===== src/rtl/core/bhl_pkg.sv =====
// ----------------------------------------------------------------------------
// bhl_pkg
// Shared constants, request codes and the cell command struct of the
// bounded handle list.
// ----------------------------------------------------------------------------
package bhl_pkg;

    // Number of cells in the list
    localparam int DEPTH  = 16;
    localparam int IDX_W  = (DEPTH > 1) ? $clog2(DEPTH) : 1;
    localparam int CNT_W  = $clog2(DEPTH + 1);
    localparam int DATA_W = 64;
    localparam int CAP_W  = 5;
    localparam int FLD_W  = 4;

    // Common width for comparing counts, indexes and the capacity
    localparam int CMP_W_A = (CNT_W > CAP_W) ? CNT_W : CAP_W;
    localparam int CMP_W   = (CMP_W_A > FLD_W) ? CMP_W_A : FLD_W;

    localparam logic [CAP_W-1:0] CAP_RESET = CAP_W'(16);

    // Request codes
    localparam logic [1:0] REQ_ADD    = 2'd0;
    localparam logic [1:0] REQ_SWAP   = 2'd1;
    localparam logic [1:0] REQ_REMOVE = 2'd2;
    localparam logic [1:0] REQ_GET    = 2'd3;

    // Register port
    localparam int APB_ADDR_W = 3;
    localparam int APB_DATA_W = 32;
    localparam logic REG_CAPACITY = 1'b0;

    // Command broadcast from the controller to every cell
    typedef struct packed {
        logic              load;     // copy entry into the read chain
        logic              shift;    // move the read chain one cell toward cell 0
        logic              wr_add;   // append add_val at index count
        logic              wr_swap;  // exchange entries at idx_a and idx_b
        logic              wr_rm;    // close the gap at idx_a
        logic [CMP_W-1:0]  idx_a;
        logic [CMP_W-1:0]  idx_b;
        logic [CMP_W-1:0]  count;
        logic [DATA_W-1:0] val_a;
        logic [DATA_W-1:0] val_b;
        logic [DATA_W-1:0] add_val;
    } bhl_cmd_t;

endpackage


===== src/rtl/core/bhl_cell.sv =====
// ----------------------------------------------------------------------------
// bhl_cell
// One list slot: holds one handle and one stage of the read chain, and
// updates both from the broadcast command and its upper neighbor.
// ----------------------------------------------------------------------------
module bhl_cell
    import bhl_pkg::*;
(
    input  logic              clk,
    input  logic [IDX_W-1:0]  cell_idx,
    input  bhl_cmd_t          cmd,
    input  logic [DATA_W-1:0] up_val,
    input  logic [DATA_W-1:0] up_rd,
    output logic [DATA_W-1:0] val,
    output logic [DATA_W-1:0] rd
);

    logic [DATA_W-1:0] val_reg;
    logic [DATA_W-1:0] val_next;
    logic [DATA_W-1:0] rd_reg;
    logic [DATA_W-1:0] rd_next;
    logic [CMP_W-1:0]  my_idx;

    assign my_idx = CMP_W'(cell_idx);

    // Select the new entry for this slot
    always_comb
    begin
        val_next = val_reg;
        if (cmd.wr_add && (my_idx == cmd.count))
        begin
            val_next = cmd.add_val;
        end
        if (cmd.wr_swap)
        begin
            if (my_idx == cmd.idx_a)
            begin
                val_next = cmd.val_b;
            end
            else if (my_idx == cmd.idx_b)
            begin
                val_next = cmd.val_a;
            end
        end
        if (cmd.wr_rm && (my_idx >= cmd.idx_a) && ((my_idx + 1'b1) < cmd.count))
        begin
            val_next = up_val;
        end
    end

    // Load or advance the read chain
    always_comb
    begin
        rd_next = rd_reg;
        if (cmd.load)
        begin
            rd_next = val_reg;
        end
        else if (cmd.shift)
        begin
            rd_next = up_rd;
        end
    end

    always_ff @(posedge clk)
    begin
        val_reg <= val_next;
        rd_reg  <= rd_next;
    end

    assign val = val_reg;
    assign rd  = rd_reg;

endmodule


===== config.mk =====
export PLATFORM = sky130hd
export DESIGN_NAME = bhl_cell
export DESIGN_NICKNAME = d
export VERILOG_FILES = /design/src/rtl/core/bhl_pkg.sv /design/src/rtl/core/bhl_cell.sv
export SDC_FILE = /design/constraint.sdc
export NUM_CORES = 1
export LEC_CHECK = 0
export BUFFER_PORTS_ARGS = -buffer_cell sky130_fd_sc_hd__buf_4
export CORE_AREA = 2 2 186 188
export DETAILED_ROUTE_END_ITERATION = 6
export DIE_AREA = 0 0 188 190
export HOLD_SLACK_MARGIN = 0.05
export PLACE_DENSITY = 0.57
export SYNTH_ARGS = -nofsm -noshare
export SYNTH_HDL_FRONTEND = slang
export SYNTH_SLANG_ARGS = --single-unit

===== constraint.sdc =====
create_clock -name clk -period 2.9 [get_ports clk]
set_input_delay 0.145 -clock clk [delete_from_list [all_inputs] [get_ports clk]]
set_output_delay 0.145 -clock clk [all_outputs]
set_load 0.01 [all_outputs]

; Word level (Yosys, flattened, before mapping)
; Index checks and enable logic that the tools add are counted.
[totals]
reg_bits = 128
in_bits = 345
out_inout_bits = 128
elab_cells = 19
[op_classes]
addsub = 1
order_cmp = 2
n_eq_ne = 3
mux = 7
reduce_logical = 4
[ops]
columns = op, count
row1 = $mux W64, 7
row2 = $eq A4 B5 Y1, 3
row3 = $add A4 B1 Y5 const B, 1
row4 = $ge A4 B5 Y1, 1
row5 = $lt A5 B5 Y1, 1
row6 = $logic_and A1 B1 Y1, 3
row7 = $reduce_bool A2 Y1, 1

; Depth between registers and ports, before layout
; Gate-level depths: netlist (run 1).
[logic_depth]
depth_word = 7
depth_mapped = 10

; Worst setup path before layout (run 1)
; No wires, ideal clock.
[synth_timing]
path_kind = input-to-reg
startpoint = input port cell_idx[0]
endpoint = register val_reg[10], in the netlist val[10]
setup_time_ns = 0.121
arrival_ns = 2.037
slack_ns = 0.742
stages = 10
path_cell_list = ha_1 -> ha_1 -> nor2b_1 -> o21a_1 -> o21a_1 -> o21ai_0 -> and4b_1 -> buf_4 -> buf_6 -> mux2_2
[synth_via]
elab_chain_len = 7
[synth_rtl]
columns = item, line
row1 = from (decl), bhl_cell.sv:10  ; input logic [IDX_W-1:0] cell_idx,
row2 = branches (longest 6 deep; another with $add A4 B1 Y5), n/a
row3 = $mux W64 *, bhl_cell.sv:45  ; if (cmd.wr_rm && (my_idx >= cmd.idx_a) && ((my_idx + 1'b1) < cmd.count))
row4 = net val_next[10], bhl_cell.sv:19  ; logic [DATA_W-1:0] val_next;
row5 = to (signal assigned), bhl_cell.sv:67  ; val_reg <= val_next;
row6 = to (decl), bhl_cell.sv:18  ; logic [DATA_W-1:0] val_reg;
; Mark *: on every way through the listed nets, which the timed path passes.
; A chain may end at the register's enable or synchronous reset.

; Worst setup path after layout (run 1)
[layout_timing]
startpoint = input port cell_idx[0]
endpoint = register val_reg[27], in the netlist val[27]
; Same word-level chain as after synthesis.

==> metrics, run 1 <==
outcome finished, final reports clean; M2 GR Usage 28.3%; FP Rows between 60 and 70; Crit Reg-Reg Endpoint val[39]; final period utilization 71.6%; flops & latches, synth 128; Post-Syn Nets slightly below 900; Overflow after GRT 0; Setup-failing EPs final 0; largest net degree at the start of global routing 39; most frequent cells in the layout buf_4 (479), mux2i_1 (192), mux2_2 (128); Hold Crit Class input pin to register; reg-to-reg critical path startpoint val[39]; multiplexer share of the synthesized area 46.5%; Syn Std Cell Area roughly 7200 um2; Final ANT Viol Nets 0; Adder-Cell Fraction of Synth Area between 1.5 and 2%; max-slew violation count 0; vias in the first global route a little over 7000; hold depth 2; Avg Cell Area, Syn 13.6 um2; GRT met3 Usage 5.57%; die area 35700 um2; io pins 473; post-synthesis compound-gate area fraction less than 1%; register area share after synthesis 44.3%; DR iter-0 viols 188; CP Capture Type register; ys async rst share 0%; Reg2Reg Depth 3; Die W about 190 um; WL final 29.0 mm; Max-Slew Margin vs Limit 53.5%; Root Buffer clkbuf_16; Post-synth EDFFs 64; synth warn 0; Area Overhead vs Synth 81.5%; count of cell types in the netlist 28; TritonCTS Buffers 17; Tmin final 2080 ps; fin util 38.6%; Max H-tree Level 4; via count 6610; global-route wire length before repair 42.3 mm; f_max about 480 MHz; unrepaired setup endpoints after global routing no; Req. time, crit path roughly 3200 ps; CTS tree built; CP Class input pin to register; max cap viols 0; gr usage total 15.9%; core area 33900 um2; Setup crit start kind input pin; CTS max path bufs 2; final hold vios 0; CTS clock-pin slew for the worst setup and hold paths 60 ps; GRT busiest layer met2; met1 Usage GRT approximately 18%; Critical Path End val[27]; worst vdd ir 0.406 mV; Worst-Margin Slew 697 ps; setup TNS 0 ps; post-DR wirelength/cell 18.2 um; Final Net Count 1481; reg2reg setup slack 1900 ps; largest family of logic cells by synthesized area multiplexers; Vias/cell 4.15; post-detail-place hpwl around 22 mm; Final GP Congestion 0.795; Initial Utilization 21.3%; initial antenna violation count 1; CP max FO 32; IO Port Bufs 472; crit path DAT 2400 ps; Post-route DRC 0; top_reg_cell synth edfxtp_1; crit path launch cell_idx[0]; top cells by area, synth mux2i_1 (27%), edfxtp_1 (27%), mux2_2 (20%); Worst-Skew Late Latency 440 ps; post-synthesis simple-gate area fraction 1.09%; PwrDens roughly 630 nW/um2; die height around 190 um; share of layout cells above drive strength 1 between 50 and 60%; n_diodes 0; commonest non-fill, non-tap cell in the layout buf_4; Gate Count Post-Synth 530; clk_skew 7.87 ps; TritonCTS Sinks 128; Synth area leader mux2i_1; Post-Synth XOR/XNOR Area 1.09%; Lkg Pwr ~6.5 nW; Yosys top cell area share 26.6%; DR pass1 iterations 4
==> cell type report <==
cell class	count	area, um2
fillers	3305	20800
repair buffers	612	4990
multi-input cells	358	3730
flip-flops and latches	128	3200
clock buffers	22	484
clock inverters	10	108
well taps	455	569
inverters	9	33.8
==> how the worst min path moves through the flow <==
stage          endpoint  slack (ps)        from
2_1_floorplan   val[10]         290  up_val[10]
3_3_place_gp    val[17]         370  up_val[17]
3_5_place_dp    val[37]         370  up_val[37]
4_1_cts           rd[3]          60    up_rd[3]
5_1_grt           rd[3]          70    up_rd[3]
6_report          rd[3]         100    up_rd[3]
==> power breakdown <==
part / leakage (nW) / switching (mW) / internal [mW]
Combinational: 4.98 / 1.19 / 1.87
Sequential: 1.20 / 0.429 / 2.58
Clock: 0.281 / 0.848 / 1.35
Total: 6.46 / 2.47 / 5.80
==> critical path, stage by stage <==
cell,delay [ps]
buf_4,140
ha_1,290
ha_1,270
nor2b_1,130
o21a_1,160
o21a_1,160
o21ai_0,170
and4b_4,300
buf_12,220
mux2_2,360
==> per-stage QoR <==
step / instances / area [um2] / setup slack [ps] / power, mW / hold WS (ps)
2_1_floorplan: 530 / 7230 / 742 / 4.30 / 291
3_3_place_gp: 1435 / 11300 / 385 / 5.94 / 372
6_report: 1594 / 13100 / 825 / 8.27 / 101
5_1_grt: 1594 / 13100 / 765 / 8.72 / 71.1
4_1_cts: 1594 / 13100 / 846 / 8.39 / 55.7
3_5_place_dp: 1435 / 11300 / 385 / 5.99 / 374
==> cell families (layout without fill, tap and decap cells) <==
kind of cell | after synthesis | count (layout)
muxes | 320 | 320
DFF | 128 | 128
buffers and inverters | 44 | 653
and+or+nand+nor | 11 | 11
adders and majority gates | 10 | 10
xor gates and xnor gates | 9 | 9
AOI/OAI and AO/OA | 8 | 8
==> per-layer routing <==
metal	part of all wire [%]	routed length, um	vias up
li1	-	-	3185
met1	40	11500	3083
met2	51	14800	313
met3	7.6	2220	27
met4	1.9	564	2
met5	0.024	7	-
==> repair_timing <==
item / 4_1_cts / 5_1_grt
hold buffers: 127 / 0
endpoints found under the hold margin: 127 / 0
setup buffers: 0 / 0
resized for setup: 0 / 0
==> cells in the mapped netlist, drive strengths merged, types with 2 or more instances <==
| library cell | n |
|---|---|
| ha | 10 |
| xnor2 | 6 |
| mux2 | 128 |
| dfxtp | 64 |
| clkbuf | 7 |
| nand3 | 2 |
| or2 | 2 |
| o21a | 2 |
| mux2i | 192 |
| buf | 28 |
| xor2 | 3 |
| a21oi | 2 |
| inv | 9 |
| edfxtp | 64 |
Note: power is estimated with default switching activity, not from simulation.
==> inputs of run 2 (changes only) <==
--- a/config.mk
+++ b/config.mk
@@ -10,7 +10,7 @@
 export DETAILED_ROUTE_END_ITERATION = 6
 export DIE_AREA = 0 0 188 190
 export HOLD_SLACK_MARGIN = 0.05
-export PLACE_DENSITY = 0.57
+export PLACE_DENSITY = 0.59
 export SYNTH_ARGS = -nofsm -noshare
 export SYNTH_HDL_FRONTEND = slang
 export SYNTH_SLANG_ARGS = --single-unit
==> constraint.sdc (replaced) <==
create_clock -name clk -period 1.7 [get_ports clk]
set_input_delay 0.085 -clock clk [delete_from_list [all_inputs] [get_ports clk]]
set_output_delay 0.085 -clock clk [all_outputs]
set_load 0.01 [all_outputs]
==> run 2 against run 1 <==
  * The run now ends with negative setup slack left
  * Utilization grew 2.8 points
  * Clock power grew 70%
  * Design area is 7.4% higher
  * Sequential power grew 71%
  * First-iteration DRC count rose by 2.7%
  * Critical path type unchanged
  * Largest power group unchanged
==> metrics, run 2 (same netlist as run 1, synthesis figures left out) <==
TritonCTS Sinks 128 (unchanged); setup TNS -7590 ps (was 0 ps); Worst-Skew Late Latency 440 ps (about the same); max cap viols 0 (unchanged); Filler Cells Inserted 3239 (was 3305); DR pass1 iterations 4 (unchanged); Final Net Count 1537 (was 1481); IO Port Bufs 472 (unchanged); reg-to-reg critical path startpoint val[6] (was val[39]); Post-Route Hold Slack 82.0 ps (was 101 ps); CTS tree built (unchanged); CP Capture Type register (unchanged); HP Start cmd[44] (was up_rd[3]); worst vdd ir 0.630 mV (was 0.406 mV); outcome finished with violations (was finished, final reports clean); internal power 10.3 mW (was 5.80 mW); Initial Utilization 21.3% (unchanged); vias in the first global route 7512 (was 7182); commonest non-fill, non-tap cell in the layout buf_4 (unchanged); Vias/cell 4.20 (was 4.15); Hold Crit Class input pin to register (unchanged); final design area excluding fillers 14100 um2 (was 13100 um2); DR iter-0 viols 193 (was 188); FP Rows 68 (unchanged); Root Buffer clkbuf_16 (unchanged); Final ANT Viol Nets 0 (unchanged); Setup-failing EPs final 64 (was 0); Setup crit start kind input pin (unchanged); fin util 41.5% (was 38.6%); crit path DAT 2170 ps (was 2400 ps); unrepaired setup endpoints after global routing yes (was no); core area 33900 um2 (unchanged); initial antenna violation count 0 (was 1); PwrDens 1050 nW/um2 (was 630 nW/um2); CTS clock-pin slew for the worst setup and hold paths 60 ps (about the same); Comb pwr share 39.7% (was 37.1%); Req. time, crit path 2020 ps (was 3220 ps); post-detail-place hpwl 22.4 mm (was 21.9 mm); Tmin final 1860 ps; final period utilization 109%; post-DR wirelength/cell 18.7 um (was 18.2 um); Overflow after GRT 0 (unchanged); failing checks negative setup slack; Die W 188 um (unchanged); Max H-tree Level 4 (unchanged); via count 6929 (was 6610); global-route wire length before repair 44.0 mm (was 42.3 mm); CP Class input pin to register (unchanged); Lkg Pwr 7.01 nW (was 6.46 nW); TritonCTS Buffers 17 (unchanged); switching portion of total power 30.2% (was 29.9%); n_diodes 0 (unchanged); max-slew violation count 0 (unchanged); Post-Place Setup Slack -641 ps (was 385 ps); WL final 30.9 mm (was 29.0 mm); Clock Power Share 25.3% (was 26.6%); Area Overhead vs Synth 94.9% (was 81.5%); clk_skew 12.0 ps (was 7.87 ps); reg2reg setup slack 650 ps (was 1900 ps); Final GP Congestion 0.830 (was 0.795); final hold vios 0 (unchanged); Max-Slew Margin vs Limit 74.8% (was 53.5%); die height 190 um (unchanged); CTS max path bufs 2 (unchanged); io pins 473 (unchanged); Worst-Margin Slew 367 ps (was 697 ps); crit path launch cell_idx[0] (unchanged); most frequent cells in the layout buf_4 (497), mux2i_1 (192), dlygate4sd3_1 (149) (was buf_4 (479), mux2i_1 (192), mux2_2 (128)); die area 35700 um2 (unchanged); largest net degree at the start of global routing 34 (was 39); CP max FO 8 (was 32); final worst slack -157 ps (was 825 ps); Seq pwr share 34.9% (was 36.4%); share of layout cells above drive strength 1 57.4% (was 56.8%); Post-route DRC 0 (unchanged); placed inst area 11700 um2 (was 11300 um2); gr usage total 16.4% (was 15.9%); f_max 538 MHz; switching power 4.44 mW (was 2.47 mW)
run 2: metal layers:
layer | routed length, um | share of wire, % | global-route usage, %
met5 | 0 | 0 | 0
met4 | 556 | 1.8 | 5.33
met3 | 1810 | 5.9 | 3.87
met2 | 15800 | 51 | 29.1
met1 | 12700 | 41 | 19.4
run 2: worst paths after layout:
kind                                 to  depth (start not counted)
worst max-delay path            val[32]                         12
worst min-delay path            val[44]                          4
worst max register to register   val[6]                          3
worst min register to register   rd[38]                          1
run 2: final cells by class:
type	count	area [um2]	share of cell area [%]
Multi-Input combinational cell	358	4000	28.4
Clock inverter	13	135	0.960
Clock buffer	19	443	3.15
Inverter	9	33.8	0.240
Sequential cell	128	3200	22.7
Timing Repair Buffer	668	5690	40.4
Tap cell	455	569	4.04
run 2: repair_timing:
item / 4_1_cts / 5_1_grt
setup endpoints to repair: 64 / 64
gates cloned: 2 / 4
endpoints found under the hold margin: 128 / 0
pin swaps: 0 / 2
setup buffers: 1 / 2
gates resized for setup: 16 / 12
hold buffers: 149 / 0
run 2: worst max-delay path, stage by stage:
cell     delay, ps
buf_8          100
ha_4           240
ha_4           230
nor2b_4        110
o21a_1         160
o21a_1         160
o21ai_1        120
and4b_4        270
buf_4          120
buf_12         110
buf_16         150
mux2_4         300
run 2: through the flow:
| stage | power (mW) | std cells |
|---|---|---|
| 6_report | 14.7 | 1650 |
| 5_1_grt | 15.5 | 1650 |
| 4_1_cts | 14.8 | 1644 |
| 3_5_place_dp | 10.5 | 1460 |
| 3_3_place_gp | 10.4 | 1460 |
| 2_1_floorplan | 7.63 | 530 |
run 2: power by group through the flow:
stage / logic [mW] / clock network [mW] / registers (mW)
2_1_floorplan: 2.17 / 0 / 5.46
3_3_place_gp: 5.27 / 0 / 5.17
6_report: 5.85 / 3.73 / 5.15
3_5_place_dp: 5.35 / 0 / 5.19
4_1_cts: 5.76 / 3.87 / 5.14
5_1_grt: 6.22 / 4.00 / 5.27
==> inputs of run 3 (changes only) <==
--- a/config.mk
+++ b/config.mk
@@ -9,8 +9,7 @@
 export CORE_AREA = 2 2 186 188
 export DETAILED_ROUTE_END_ITERATION = 6
 export DIE_AREA = 0 0 188 190
-export HOLD_SLACK_MARGIN = 0.05
-export PLACE_DENSITY = 0.59
+export PLACE_DENSITY = 0.54
 export SYNTH_ARGS = -nofsm -noshare
 export SYNTH_HDL_FRONTEND = slang
 export SYNTH_SLANG_ARGS = --single-unit
==> run 3 against run 2 <==
  * Critical endpoint is now val[52]
  * Register-to-register slack better by 80 ps
  * Sequential power is 0.8% lower
  * Total power is 1.7% higher
  * The run still ends with negative setup slack left
  * Global-route usage is 0.65 points lower
  * Largest power group unchanged
  * Critical path type unchanged
  * Flip-flop and latch count stayed put
==> metrics, run 3 (same netlist as run 1, synthesis figures left out) <==
outcome finished with violations (unchanged); failing checks negative setup slack (unchanged); Slowest cell on crit path mux2_2 (was mux2_4); Max-Slew Margin vs Limit 75.3% (was 74.8%); CP Capture Type register (unchanged); gr usage total 15.7% (was 16.4%); Overflow after GRT 0 (unchanged); global-route wire length before repair 42.1 mm (was 44.0 mm); Tmin final 1890 ps (was 1860 ps); Filler Cells Inserted 3313 (was 3239); die area 35700 um2 (unchanged); TritonCTS Sinks 128 (unchanged); final hold vios 0 (unchanged); IO Port Bufs 472 (unchanged); HP Start cmd[17] (was cmd[44]); die height 190 um (unchanged); largest net degree at the start of global routing 34 (unchanged); Worst Path Buf+Inv 3 (was 4); WL final 29.9 mm (was 30.9 mm); most frequent cells in the layout buf_4 (490), mux2i_1 (192), dlygate4sd3_1 (128) (was buf_4 (497), mux2i_1 (192), dlygate4sd3_1 (149)); DR pass1 iterations 4 (unchanged); Reg2Reg Depth 3 (unchanged); Crit Reg-Reg Endpoint val[1] (was val[6]); Lkg Pwr 6.89 nW (was 7.01 nW); Root Buffer clkbuf_16 (unchanged); Hold EP val[17] (was val[44]); reg2reg setup slack 730 ps (was 650 ps); io pins 473 (unchanged); Worst path max stage delay 350 ps (was 300 ps); Final GP Congestion 0.809 (was 0.830); Multi-input gate area 3970 um2 (was 4000 um2); post-DR wirelength/cell 18.4 um (was 18.7 um); hold depth 4 (unchanged); Final Net Count 1508 (was 1537); total power 15.0 mW (was 14.7 mW); Max H-tree Level 4 (unchanged); Req. time, crit path 2020 ps (about the same); via count 6746 (was 6929); max-slew violation count 0 (unchanged); Post-route DRC 0 (unchanged); Final ANT Viol Nets 0 (unchanged); Setup crit start kind input pin (unchanged); max cap viols 0 (unchanged); crit path DAT 2200 ps (was 2170 ps); CP Class input pin to register (unchanged); Reg area 3200 um2 (unchanged); final period utilization 111% (was 109%); worst vdd ir 0.626 mV (was 0.630 mV); share of layout cells above drive strength 1 58.2% (was 57.4%); TritonCTS Buffers 17 (unchanged); Setup-failing EPs final 64 (unchanged); Hold Crit Class input pin to register (unchanged); Vias/cell 4.16 (was 4.20); setup TNS -8360 ps (was -7590 ps); core area 33900 um2 (unchanged); Worst-Skew Late Latency 430 ps (was 440 ps); Area Overhead vs Synth 91.4% (was 94.9%); CP Cell Sequence buf_8 > ha_4 > ha_4 > nor2b_4 > o21a_1 > o21a_1 > o21ai_1 > and4b_4 > buf_4 > buf_16 > mux2_2 (was buf_8 > ha_4 > ha_4 > nor2b_4 > o21a_1 > o21a_1 > o21ai_1 > and4b_4 > buf_4 > buf_12 > buf_16 > mux2_4); FP Rows 68 (unchanged); clk_skew 6.90 ps (was 12.0 ps); CTS tree built (unchanged); initial antenna violation count 1 (was 0); f_max 530 MHz (was 538 MHz); commonest non-fill, non-tap cell in the layout buf_4 (unchanged); Crit path max-delay family adder cells (was buffers and inverters); CTS max path bufs 2 (unchanged); Die W 188 um (unchanged); Initial Utilization 21.3% (unchanged); CP max FO 17 (was 8); unrepaired setup endpoints after global routing yes (unchanged); vias in the first global route 7136 (was 7512); post-detail-place hpwl 22.2 mm (was 22.4 mm); DR iter-0 viols 154 (was 193); Worst-Margin Slew 369 ps (was 367 ps); reg-to-reg critical path startpoint val[1] (was val[6]); CTS clock-pin slew for the worst setup and hold paths 60 ps (about the same); PwrDens 1080 nW/um2 (was 1050 nW/um2); final worst slack -187 ps (was -157 ps)
run 3: how the worst max path moves through the flow:
stage          slack, ps  cells past startpoint   startpoint  endpoint
2_1_floorplan       -330                     10  cell_idx[0]   val[55]
3_3_place_gp        -650                     10  cell_idx[0]    val[2]
3_5_place_dp        -630                     10  cell_idx[0]    val[2]
4_1_cts             -140                     11  cell_idx[0]    val[0]
5_1_grt             -250                     11  cell_idx[0]   val[53]
6_report            -190                     11  cell_idx[0]   val[52]
run 3: tightest hold or removal path, stage by stage:
cell and delay [ps]:
buf_4 70, mux2i_1 50, mux2i_1 120, mux2_4 150
run 3: routing by layer:
metal / part of all wire (%) / GRT usage [%] / up-vias
li1: - / - / 3246
met1: 41 / 18.1 / 3250
met2: 52 / 28.4 / 234
met3: 5.7 / 4.37 / 16
met4: 1.1 / 4.48 / 0
met5: 0 / 0 / -
run 3: final cells by class:
type                            instances  area share (%)
Multi-Input combinational cell        358            28.7
Antenna cell                            1          0.0181
Inverter                                9           0.244
Sequential cell                       128            23.2
Clock buffer                           21            3.40
Clock inverter                         11            1.34
Tap cell                              455            4.12
Timing Repair Buffer                  639            39.0
run 3: power breakdown:
group | switching (mW) | total (mW) | internal (mW)
sequential | 0.721 | 5.11 | 4.39
combinational | 2.11 | 5.72 | 3.60
clock | 1.43 | 4.14 | 2.71
run 3: metrics by stage:
| step | instance area [um2] | instances | hold slack (ps) | util (%) | worst slack, ps |
|---|---|---|---|---|---|
| 2_1_floorplan | 7450 | 530 | 228 | - | -328 |
| 3_3_place_gp | 11700 | 1452 | 310 | 34.3 | -650 |
| 3_5_place_dp | 11700 | 1452 | 313 | 34.3 | -632 |
| 4_1_cts | 13700 | 1616 | 33.4 | 40.3 | -141 |
| 5_1_grt | 13800 | 1621 | 60.5 | 40.7 | -252 |
| 6_report | 13800 | 1622 | 74.4 | 40.7 | -187 |
run 3: timing repair:
item,4_1_cts,5_1_grt
pin swaps,0,1
gates resized for setup,5,16
hold endpoints to repair,128,0
buffers inserted,2,2
hold buffers,128,0
setup endpoints to repair,64,64
gates cloned,2,3
