**config.mk**
```make
export PLATFORM = sky130hd
export DESIGN_NAME = bhl_ctrl
export DESIGN_NICKNAME = d
export VERILOG_FILES = /design/src/rtl/core/bhl_pkg.sv /design/src/rtl/core/bhl_ctrl.sv
export SDC_FILE = /design/constraint.sdc
export NUM_CORES = 1
export LEC_CHECK = 0
export BUFFER_PORTS_ARGS = -buffer_cell sky130_fd_sc_hd__buf_2
export CORE_AREA = 2 2 192 194
export DETAILED_ROUTE_END_ITERATION = 7
export DIE_AREA = 0 0 194 196
export PLACE_DENSITY = 0.63
export SYNTH_ARGS = -nofsm -noshare
export SYNTH_HDL_FRONTEND = slang
export SYNTH_SLANG_ARGS = --single-unit
```
**constraint.sdc**
```tcl
create_clock -name clk -period 5.8 [get_ports clk]
set_clock_uncertainty 0.05 [all_clocks]
set_input_delay 1.45 -clock clk [delete_from_list [all_inputs] [get_ports clk]]
set_output_delay 1.45 -clock clk [all_outputs]
set_load 0.03 [all_outputs]
```
**src/rtl/core/bhl_pkg.sv**
```systemverilog
// ----------------------------------------------------------------------------
// bhl_pkg
// Shared constants, request codes and the cell command struct of the
// bounded handle list.
// ----------------------------------------------------------------------------
package bhl_pkg;

    // Number of cells in the list
    localparam int DEPTH  = 16;
    localparam int IDX_W  = (DEPTH > 1) ? $clog2(DEPTH) : 1;
    localparam int CNT_W  = $clog2(DEPTH + 1);
    localparam int DATA_W = 64;
    localparam int CAP_W  = 5;
    localparam int FLD_W  = 4;

    // Common width for comparing counts, indexes and the capacity
    localparam int CMP_W_A = (CNT_W > CAP_W) ? CNT_W : CAP_W;
    localparam int CMP_W   = (CMP_W_A > FLD_W) ? CMP_W_A : FLD_W;

    localparam logic [CAP_W-1:0] CAP_RESET = CAP_W'(16);

    // Request codes
    localparam logic [1:0] REQ_ADD    = 2'd0;
    localparam logic [1:0] REQ_SWAP   = 2'd1;
    localparam logic [1:0] REQ_REMOVE = 2'd2;
    localparam logic [1:0] REQ_GET    = 2'd3;

    // Register port
    localparam int APB_ADDR_W = 3;
    localparam int APB_DATA_W = 32;
    localparam logic REG_CAPACITY = 1'b0;

    // Command broadcast from the controller to every cell
    typedef struct packed {
        logic              load;     // copy entry into the read chain
        logic              shift;    // move the read chain one cell toward cell 0
        logic              wr_add;   // append add_val at index count
        logic              wr_swap;  // exchange entries at idx_a and idx_b
        logic              wr_rm;    // close the gap at idx_a
        logic [CMP_W-1:0]  idx_a;
        logic [CMP_W-1:0]  idx_b;
        logic [CMP_W-1:0]  count;
        logic [DATA_W-1:0] val_a;
        logic [DATA_W-1:0] val_b;
        logic [DATA_W-1:0] add_val;
    } bhl_cmd_t;

endpackage

```
**src/rtl/core/bhl_ctrl.sv**
```systemverilog
// ----------------------------------------------------------------------------
// bhl_ctrl
// Request sequencer: checks each request, scans the read chain for the
// addressed entries, issues the cell update and holds the result.
// ----------------------------------------------------------------------------
module bhl_ctrl
    import bhl_pkg::*;
(
    input  logic                  clk,
    input  logic                  rst_n,
    // request channel
    input  logic                  in_valid,
    output logic                  in_ready,
    input  logic [1:0]            req_type,
    input  logic [FLD_W-1:0]      index_a,
    input  logic [FLD_W-1:0]      index_b,
    input  logic [DATA_W-1:0]     entry_value,
    // result channel
    output logic                  out_valid,
    input  logic                  out_ready,
    output logic [DATA_W-1:0]     result_value,
    output logic                  hit,
    output logic [CNT_W-1:0]      entry_count,
    // register port
    input  logic                  psel,
    input  logic                  penable,
    input  logic                  pwrite,
    input  logic [APB_ADDR_W-1:0] paddr,
    input  logic [APB_DATA_W-1:0] pwdata,
    output logic [APB_DATA_W-1:0] prdata,
    output logic                  pready,
    // cell side
    input  logic [DATA_W-1:0]     chain_head,
    output bhl_cmd_t              cmd
);

    localparam logic [1:0] S_IDLE  = 2'd0;
    localparam logic [1:0] S_SCAN  = 2'd1;
    localparam logic [1:0] S_WRITE = 2'd2;

    logic [1:0]        state_reg;
    logic [1:0]        state_next;
    logic [IDX_W-1:0]  scan_reg;
    logic [IDX_W-1:0]  scan_next;
    logic [CNT_W-1:0]  count_reg;
    logic [CNT_W-1:0]  count_next;
    logic [CAP_W-1:0]  cap_reg;
    logic              ok_reg;
    logic              ok_next;
    logic [1:0]        req_reg;
    logic [FLD_W-1:0]  ia_reg;
    logic [FLD_W-1:0]  ib_reg;
    logic [DATA_W-1:0] add_reg;
    logic [DATA_W-1:0] a_reg;
    logic [DATA_W-1:0] b_reg;
    logic              out_valid_reg;
    logic [DATA_W-1:0] res_reg;
    logic              hit_reg;
    logic [CNT_W-1:0]  cnt_out_reg;

    logic              accept;
    logic              retire;
    logic              cfg_wr;
    logic [CMP_W-1:0]  cnt_c;
    logic [CMP_W-1:0]  ia_c;
    logic [CMP_W-1:0]  ib_c;
    logic [CMP_W-1:0]  scan_c;

    assign accept = in_valid && in_ready;
    assign retire = (state_reg == S_WRITE) && (!out_valid_reg || out_ready);
    assign cfg_wr = psel && penable && pwrite && (paddr[2] == REG_CAPACITY);

    assign cnt_c  = CMP_W'(count_reg);
    assign ia_c   = CMP_W'(index_a);
    assign ib_c   = CMP_W'(index_b);
    assign scan_c = CMP_W'(scan_reg);

    // Check the request against the current count and capacity
    always_comb
    begin
        case (req_type)
            REQ_ADD:    ok_next = (cnt_c < CMP_W'(cap_reg)) && (cnt_c < CMP_W'(DEPTH));
            REQ_SWAP:   ok_next = (ia_c < cnt_c) && (ib_c < cnt_c);
            REQ_REMOVE: ok_next = (ia_c < cnt_c);
            REQ_GET:    ok_next = (ia_c < cnt_c);
            default:    ok_next = 1'b0;
        endcase
    end

    // Sequence idle, scan and write
    always_comb
    begin
        state_next = state_reg;
        scan_next  = scan_reg;
        case (state_reg)
            S_IDLE:
            begin
                if (accept)
                begin
                    scan_next  = '0;
                    state_next = (ok_next && (req_type != REQ_ADD)) ? S_SCAN : S_WRITE;
                end
            end
            S_SCAN:
            begin
                if (scan_reg == IDX_W'(DEPTH - 1))
                begin
                    state_next = S_WRITE;
                end
                else
                begin
                    scan_next = scan_reg + 1'b1;
                end
            end
            S_WRITE:
            begin
                if (retire)
                begin
                    state_next = S_IDLE;
                end
            end
            default:
            begin
                state_next = S_IDLE;
            end
        endcase
    end

    // Count after the request
    always_comb
    begin
        count_next = count_reg;
        if (ok_reg && (req_reg == REQ_ADD))
        begin
            count_next = count_reg + 1'b1;
        end
        else if (ok_reg && (req_reg == REQ_REMOVE))
        begin
            count_next = count_reg - 1'b1;
        end
    end

    // Drive the cell command
    always_comb
    begin
        cmd         = '0;
        cmd.load    = accept;
        cmd.shift   = (state_reg == S_SCAN);
        cmd.wr_add  = retire && ok_reg && (req_reg == REQ_ADD);
        cmd.wr_swap = retire && ok_reg && (req_reg == REQ_SWAP);
        cmd.wr_rm   = retire && ok_reg && (req_reg == REQ_REMOVE);
        cmd.idx_a   = CMP_W'(ia_reg);
        cmd.idx_b   = CMP_W'(ib_reg);
        cmd.count   = cnt_c;
        cmd.val_a   = a_reg;
        cmd.val_b   = b_reg;
        cmd.add_val = add_reg;
    end

    // Control state
    always_ff @(posedge clk or negedge rst_n)
    begin
        if (!rst_n)
        begin
            state_reg     <= S_IDLE;
            scan_reg      <= '0;
            count_reg     <= '0;
            cap_reg       <= CAP_RESET;
            out_valid_reg <= 1'b0;
        end
        else
        begin
            state_reg <= state_next;
            scan_reg  <= scan_next;
            if (cfg_wr)
            begin
                cap_reg <= pwdata[CAP_W-1:0];
            end
            if (retire)
            begin
                count_reg     <= count_next;
                out_valid_reg <= 1'b1;
            end
            else if (out_ready)
            begin
                out_valid_reg <= 1'b0;
            end
        end
    end

    // Request, capture and result payload
    always_ff @(posedge clk)
    begin
        if (accept)
        begin
            req_reg <= req_type;
            ia_reg  <= index_a;
            ib_reg  <= index_b;
            add_reg <= entry_value;
            ok_reg  <= ok_next;
        end
        if ((state_reg == S_SCAN) && (scan_c == CMP_W'(ia_reg)))
        begin
            a_reg <= chain_head;
        end
        if ((state_reg == S_SCAN) && (scan_c == CMP_W'(ib_reg)))
        begin
            b_reg <= chain_head;
        end
        if (retire)
        begin
            res_reg     <= (ok_reg && (req_reg inside {REQ_GET, REQ_REMOVE}))
                           ? a_reg : '0;
            hit_reg     <= ok_reg;
            cnt_out_reg <= count_next;
        end
    end

    assign in_ready     = (state_reg == S_IDLE);
    assign out_valid    = out_valid_reg;
    assign result_value = res_reg;
    assign hit          = hit_reg;
    assign entry_count  = cnt_out_reg;
    assign prdata       = (paddr[2] == REG_CAPACITY) ? APB_DATA_W'(cap_reg) : '0;
    assign pready       = 1'b1;

endmodule

```
# Word level (Yosys, flattened, before mapping)
# Cells that the tools add are included.
word_totals:
  register_bits: 290
  out_inout_bits: 317
op_classes:
  order_cmp: 4
  n_mux: 14
  addsub: 3
  eq_ne: 15
  reduce_logical: 29
  bitwise_logic: 1
op_table:
  columns: ["operator", "count"]
  rows:
  - ["1-bit logical AND", 17]
  - ["5-bit two-way mux", 3]
  - ["2-bit equality test, second input constant", 5]
  - ["4-bit by 5-bit less-than comparator with 1-bit output", 2]
  - ["4-bit equality test", 2]
  - ["2-bit two-way mux", 4]
  - ["4-bit two-way mux", 2]
  - ["4-bit one-hot mux with 2 select lines", 1]
  - ["2-bit nonzero test", 4]
  - ["2-bit by 1-bit equality test with 1-bit output, second input constant", 3]
  - ["2-bit zero test", 3]
  - ["2-bit one-hot mux with 3 select lines", 1]
  - ["3-bit AND reduction", 2]
  - ["5-bit by 1-bit adder with 5-bit output, second input constant", 1]
  - ["5-bit less-than comparator", 1]
  - ["5-bit less-than comparator, second input constant", 1]
  - ["5-bit by 1-bit subtractor with 5-bit output, second input constant", 1]
  - ["4-bit by 1-bit adder with 4-bit output, second input constant", 1]
  - ["4-bit equality test, second input constant", 1]
  - ["2-bit by 1-bit inequality test with 1-bit output, second input constant", 2]
  - ["2-bit inequality test, second input constant", 2]
  - ["1-bit one-hot mux with 3 select lines", 1]
  - ["1-bit two-way mux", 2]
  - ["2-bit OR reduction", 1]
  - ["3 further kinds", 3]

# Logic depth before layout (Yosys ltp)
# Gate-level depths: netlist (run 1).
logic_depth:
  depth_word: 7
  depth_mapped: 7
  mapped_depth_nobuf: 7

# Least setup slack after synthesis (run 1)
# No wires, ideal clock.
synth_timing:
  kind: "register -> register"
  from: "register ia_reg[1]"
  to: "register a_reg[0] (enable)"
  stages_incl_launch_ff: 4
  t_required_ns: 5.185
  slack_ns: 0.020
  n_path_buf: 0
  arrival_time_ns: 5.165
  setup_time_ns: 0.565
  path_cell_list: "edfxtp_1 xnor2_1 nand3_1 nor3_1"
synth_via:
  elab_chain_cells: 2
synth_rtl:
  columns: ["element", "line", "text"]
  rows:
  - ["start, declared", "bhl_ctrl.sv:51", "logic [FLD_W-1:0] ia_reg;"]
  - ["start signal, assigned", "bhl_ctrl.sv:197", "ia_reg <= index_a;"]
  - ["4-bit equality test", "bhl_ctrl.sv:202", "if ((state_reg == S_SCAN) && (scan_c == CMP_W'(ia_reg)))"]
  - ["1-bit logical AND", "bhl_ctrl.sv:202", null]
  - ["end signal, assigned", "bhl_ctrl.sv:204", "a_reg <= chain_head;"]
  - ["end, declared", "bhl_ctrl.sv:54", "logic [DATA_W-1:0] a_reg;"]
# Every way passes these cells.
# A chain may end at the register's enable or synchronous reset.

==> results.json, run 1 <==
{
  "hpwl_mm": 20.1,
  "fin_crit_sh_pct": 67.7,
  "ys_types": 40,
  "hold_violations": 0,
  "cts_resized": 0,
  "path_cells": "buf_2, nand2b_1, nand2b_1, nor3_1, buf_2",
  "drive_gt1_share_pct": 50.4,
  "port_buffers": 437,
  "cpMaxStageDelayCell": "nor3_1",
  "avgRoutedWirePerCell_um": 18.6,
  "ys_warn_count": 0,
  "cp_slowest_stage_delay_ps": 280,
  "synthArstFlopShare_pct": 5.86,
  "whs_path_depth": 1,
  "clock-root-buffer": "clkbuf_16",
  "ys_seq_area_share_pct": 84.5,
  "synth-edff-count": 273,
  "overflow": 0,
  "drc": 0,
  "max_freq_mhz": 255,
  "critPathKind": "in2out",
  "core_region_area_mm2": 0.0361,
  "placed_cell_area_mm2": 0.0128,
  "cp.depth": 5,
  "nets": 1177,
  "dieArea_mm2": 0.0380,
  "worstPathRequired_ps": 4300,
  "slew_viol_final": 0,
  "syn2layout_area_growth_pct": 34.9,
  "die_h_um": 196,
  "cap_violations": 0,
  "relSlewSlack_pct": 33.3,
  "setup_viol": 0,
  "antenna_found_initial": 2,
  "setup-tns-final_ps": 0,
  "htreeDepth": 1,
  "worstMarginPinSlew_ps": 1000,
  "critical_path_buf_inv_count": 2,
  "holdBufCountCts": 0,
  "outcome": "complete, no violations",
  "met1_length_mm": 10.1,
  "critPathMaxFanout": 5,
  "end_kind": "output port",
  "rsz0062_at_grt": "false",
  "ant_nets": 0,
  "nFillCells": 3417,
  "fp.dieW_um": 194,
  "drt_iter0_drc": 390,
  "dr_total_vias": 6312,
  "drt_wl_total_mm": 27.4,
  "wl_met3_mm": 2.58,
  "synthesis.area_mm2": 0.0102,
  "io_pins": 497,
  "p_leak_nw": 5.80,
  "reg2regPathDepth": 4,
  "viasPerCell": 4.27,
  "grt_pass1_wl_mm": 39.1,
  "holdCritPathClass": "reg2reg",
  "cts_tree": "yes",
  "cp.arrival_ps": 2430,
  "num_rows": 70,
  "firstDrtPassIters": 4,
  "grt_usage_pct": 13.6,
  "synth-seq-cells": 290,
  "syn_inst": 527,
  "power_density_mw_per_mm2": 455,
  "max-vdd-ir-drop_uv": 277,
  "clock_path_buffers": 3,
  "crit_path_start_kind": "primary input",
  "cp_top_family": "simple AND/OR/NAND/NOR gates",
  "cts_setup_buffers": 0,
  "top_layer_used": "met5",
  "start_util_pct": 28.3,
  "fin_area_mm2": 0.0138,
  "clock_latency_ps": 550,
  "syn_avg_cell_area_um2": 19.4,
  "grt_max_degree": 79,
  "path_clk_slew_ps": 60,
  "cts.sinks": 290,
  "gp_congestion": 0.824,
  "wl_met2_mm": 14.1,
  "min_period_ps": 3930,
  "cts_inserted_buffers": 31,
  "grt_pass1_vias": 6360,
  "synth-main-ff-cell": "edfxtp_1"
}
[Yosys cell counts (2+ instances only)]
master / count / area (µm²)
dfrtp_1: 16 / 400
inv_2: 2 / 7.51
inv_1: 11 / 41.3
nor2_1: 13 / 48.8
xnor2_1: 13 / 114
nor3_1: 7 / 35.0
a21oi_1: 4 / 20.0
buf_4: 31 / 233
clkbuf_1: 15 / 56.3
nand2b_1: 6 / 37.5
ha_1: 13 / 163
edfxtp_1: 273 / 8200
xor2_1: 5 / 43.8
buf_6: 2 / 22.5
nand3_1: 2 / 10.0
and3_1: 64 / 400
conb_1: 2 / 7.51
nand2_1: 13 / 48.8
or3_1: 2 / 12.5
nand4_1: 2 / 12.5
o21ai_0: 7 / 35.0
mux2_2: 6 / 67.6
[per-stage QoR]
step | setup WS (ps) | util, % | hold slack [ps] | total power, W | instances
floorplan | 19.9 | - | 429 | 0.00398 | 555
global placement | 1890 | 35.6 | 437 | 0.00450 | 1419
detailed placement | 1860 | 35.6 | 443 | 0.00452 | 1419
CTS | 1850 | 38.2 | 457 | 0.00636 | 1476
global route | 1790 | 38.2 | 470 | 0.00654 | 1477
finish | 1870 | 38.2 | 455 | 0.00626 | 1477
[worst paths after layout]
check / from / to / slack [ps]
setup / recovery: out_ready / cmd[208] / 1870
hold / removal: cap_reg[3] / cap_reg[3] / 450
setup reg to reg: state_reg[0] / result_value[43] / 3260
hold reg to reg: cap_reg[3] / cap_reg[3] / 450
max in group asynchronous: rst_n / cap_reg[4] / 4580
min in group asynchronous: rst_n / scan_reg[3] / 790
[cell usage in the layout, fill, tap and decap left out, types with 2 or more instances in the layout]
cell type	instances
clkbuf_16	31
nand2b_1	6
xnor2_1	13
a21oi_1	4
nand3_1	2
nor2_1	13
nand4_1	2
clkbuf_1	7
clkinv_1	5
conb_1	30
nor3_1	5
and3_1	64
ha_1	13
buf_2	437
inv_2	3
edfxtp_1	273
dfrtp_1	16
nor3_2	2
nand2_1	13
inv_1	9
or3_1	2
o21ai_0	7
clkinv_4	2
clkinv_2	10
xor2_1	5
buf_4	7
mux2_2	6
[report_power, final]
part | leakage [nW] | total [W] | switching, W | internal [W]
logic | 2.60 | 0.00159 | 0.00119 | 0.000395
registers | 2.74 | 0.00286 | 0.000132 | 0.00273
clock network | 0.462 | 0.00182 | 0.000792 | 0.00103
total | 5.80 | 0.00626 | 0.00212 | 0.00415
[layout make-up]
| type | instances | area [µm²] | share of cell area [%] |
|---|---|---|---|
| flip-flops and latches | 290 | 8620 | 62.6 |
| repair buffers | 444 | 2240 | 16.3 |
| multi-input cells | 204 | 1340 | 9.71 |
| clock buffers | 38 | 802 | 5.82 |
| well taps | 468 | 586 | 4.25 |
| clock inverters | 19 | 130 | 0.945 |
| inverters | 13 | 50.0 | 0.363 |
| diodes | 1 | 2.50 | 0.0182 |
[cells by family (layout without fill, tap and decap cells)]
family                   after synthesis  count (layout)  share of synthesized area [%]
flip-flops                           290             290                           84.5
AND/OR/NAND/NOR                      115             115                           6.40
buffers and inverters                 61             514                           3.53
AO/OA/AOI/OAI                         21              21                           1.54
XOR/XNOR                              19              19                           1.70
adder cells (fa/ha/maj)               13              13                           1.59
multiplexers                           6               6                          0.662
other                                  2              31                         0.0736
[metal layers]
| layer | global-route usage, % | up-vias |
|---|---|---|
| met4 | 3.73 | 2 |
| met1 | 15.1 | 3084 |
| met5 | 0 | - |
| met3 | 4.92 | 47 |
| li1 | - | 2853 |
| met2 | 24.5 | 326 |
(Power assumes the default switching activity.)
==> run 2, diff against run 1 <==
--- a/config.mk
+++ b/config.mk
@@ -5,11 +5,12 @@
 export SDC_FILE = /design/constraint.sdc
 export NUM_CORES = 1
 export LEC_CHECK = 0
+export ABC_AREA = 1
 export BUFFER_PORTS_ARGS = -buffer_cell sky130_fd_sc_hd__buf_2
-export CORE_AREA = 2 2 192 194
+export CORE_AREA = 2 2 191 193
 export DETAILED_ROUTE_END_ITERATION = 7
-export DIE_AREA = 0 0 194 196
-export PLACE_DENSITY = 0.63
+export DIE_AREA = 0 0 193 195
+export PLACE_DENSITY = 0.64
 export SYNTH_ARGS = -nofsm -noshare
 export SYNTH_HDL_FRONTEND = slang
 export SYNTH_SLANG_ARGS = --single-unit
==> constraint.sdc (replaced) <==
create_clock -name clk -period 3.6 [get_ports clk]
set_clock_uncertainty 0.05 [all_clocks]
set_input_delay 0.9 -clock clk [delete_from_list [all_inputs] [get_ports clk]]
set_output_delay 0.9 -clock clk [all_outputs]
set_load 0.03 [all_outputs]
==> results.json, run 2 <==
{
  "outcome": "complete, no violations",
  "die_h_um": 195,
  "grt_usage_pct": 13.7,
  "antenna_found_initial": 4,
  "rr_startpoint": "state_reg[1]",
  "io_pins": 497,
  "critPathMaxFanout": 6,
  "end_kind": "output port",
  "core_region_area_mm2": 0.0354,
  "worstPathRequired_ps": 2650,
  "rsz0062_at_grt": "false",
  "met2_usage_pct": 24.0,
  "drc": 0,
  "synth-edff-count": 273,
  "fin_area_mm2": 0.0140,
  "slew_viol_final": 0,
  "crit_start": "state_reg[1]",
  "drt_iter0_drc": 263,
  "dr_total_vias": 6637,
  "ys_types": 31,
  "yosys.area.top_type": "edfxtp_1",
  "fp.dieW_um": 193,
  "fin_crit_sh_pct": 77.7,
  "grt_pass1_vias": 6761,
  "syn_avg_cell_area_um2": 16.1,
  "pre_cts_slack_ps": 959,
  "seqPwrFrac_pct": 45.5,
  "yosysTopAreaCellShare_pct": 79.4,
  "path_clk_slew_ps": 60,
  "cts_resized": 0,
  "cts_setup_buffers": 0,
  "critPathKind": "reg2out",
  "dieArea_mm2": 0.0376,
  "whs_ps": 220,
  "relSlewSlack_pct": 36.9,
  "syn_inst": 639,
  "cts.sinks": 290,
  "cap_violations": 0,
  "clock_path_buffers": 3,
  "p_sw_w": 0.00341,
  "grt_pass1_wl_mm": 38.6,
  "synthesis.area_mm2": 0.0103,
  "crit_path_start_kind": "flip-flop",
  "setup_viol": 0,
  "hold_violations": 0,
  "final_common_cell": "buf_2",
  "grt_max_degree": 77,
  "num_rows": 69,
  "gp_congestion": 0.843,
  "min_period_ps": 2800,
  "viasPerCell": 4.17,
  "worstMarginPinSlew_ps": 947,
  "layout_common_cells": "buf_2 (437), edfxtp_1 (273), inv_1 (90)",
  "cts_tree": "yes",
  "synth-main-ff-cell": "edfxtp_1",
  "synth_area_leaders": "edfxtp_1 (79%), dfrtp_1 (3.9%), inv_1 (3.3%)",
  "avgRoutedWirePerCell_um": 17.2,
  "busiest_layer": "met2",
  "syn2layout_area_growth_pct": 35.6,
  "setup-tns-final_ps": 0,
  "cp.arrival_ps": 1850,
  "ant_nets": 0,
  "cts_inserted_buffers": 31,
  "clock_latency_ps": 570,
  "netSwitchingFraction_pct": 33.8,
  "firstDrtPassIters": 4,
  "htreeDepth": 1,
  "p_comb_share_pct": 25.0,
  "drt_wl_total_mm": 27.4,
  "synthTopCellsByCount": "edfxtp_1 (273), inv_1 (91), nor2_1 (87)",
  "ys_warn_count": 0,
  "max_freq_mhz": 358,
  "holdCritPathClass": "in2async",
  "ys_seq_area_share_pct": 83.6,
  "nets": 1301,
  "yosysMostFrequentCell": "edfxtp_1",
  "hpwl_mm": 20.7,
  "port_buffers": 437,
  "power_density_mw_per_mm2": 721,
  "overflow": 0,
  "finalNonFillerCells": 1591,
  "max-vdd-ir-drop_uv": 459,
  "placed_cell_area_mm2": 0.0130,
  "clock-root-buffer": "clkbuf_16",
  "clkPwrFrac_pct": 29.5,
  "synth-seq-cells": 290,
  "diodes": 0,
  "p_int_w": 0.00667,
  "synthArstFlopShare_pct": 5.86,
  "start_util_pct": 29.2,
  "p_leak_nw": 6.11,
  "gr-usage-met1_pct": 14.3,
  "grtUsageMet3_pct": 6.38,
  "drive_gt1_share_pct": 45.1,
  "holdBufCountCts": 0,
  "place_inst": 1536,
  "fin_ws_ps": 804
}
## run 2: changes by cell type in the layout (fill, tap and decap cells not counted), sizes merged, moves of 4 or more
cell / delta
nor3: -5
xnor2: -13
nand2: +43
inv: +81
clkinv: -9
o21ai: +5
and3: -64
nand3: +11
nand2b: -6
mux2: -6
nor2: +76
clkinvlp: +4
nand4: +5
a21oi: +4
## run 2: area by class of cell
class	count	area (µm²)
flip-flops and latches	290	8620
fillers	3372	21400
repair buffers	445	2260
well taps	461	577
clock inverters	14	110
multi-input cells	246	1210
clock buffers	41	843
inverters	94	358
## run 2: power by group through the flow
stage	logic [W]	clock network [W]	registers (W)
after floorplan	0.000772	0	0.00557
after global placement	0.00253	0	0.00465
after detailed placement	0.00257	0	0.00466
after CTS	0.00257	0.00308	0.00460
after global routing	0.00274	0.00321	0.00464
final	0.00253	0.00297	0.00459
## run 2: worst paths after layout
kind	end	slack [ps]	cells past startpoint
worst max register to register	a_reg[47]	1510	6
min in group clk	a_reg[20]	470	1
worst min-delay path	cap_reg[0]	220	1
worst max-delay path	cmd[208]	800	7
worst min register to register	cap_reg[0]	470	2
max in group asynchronous	cap_reg[4]	2950	1
## run 2: cells by family after synthesis
logic type      count (synthesis)  share of synthesized area, %
compound gates                 24                          1.30
xor+xnor                        6                         0.582
fa+ha+maj                      13                          1.58
buf+inv                       131                          5.91
flops                         290                          83.6
other cells                     2                        0.0728
simple gates                  173                          6.98
## run 2: per-layer routing
layer | wire length, µm | vias up
met5 | 44 | -
met4 | 846 | 6
met3 | 3460 | 53
met2 | 13300 | 360
met1 | 9700 | 3137
li1 | - | 3081
## run 2: metrics by stage
stage          total power (W)  utilization [%]
6_report                0.0101             39.5
3_3_place_gp           0.00718             36.8
4_1_cts                 0.0102             39.5
3_5_place_dp           0.00723             36.8
2_1_floorplan          0.00634                -
5_1_grt                 0.0106             39.5
## run 2: worst max-delay path, cell delays in order (launching register included)
cell and delay (ps):
dfrtp_1 430, inv_1 80, nor2_1 200, nand2_2 140
clkinv_2 80, nand3_1 60, nor2_1 90, buf_2 200
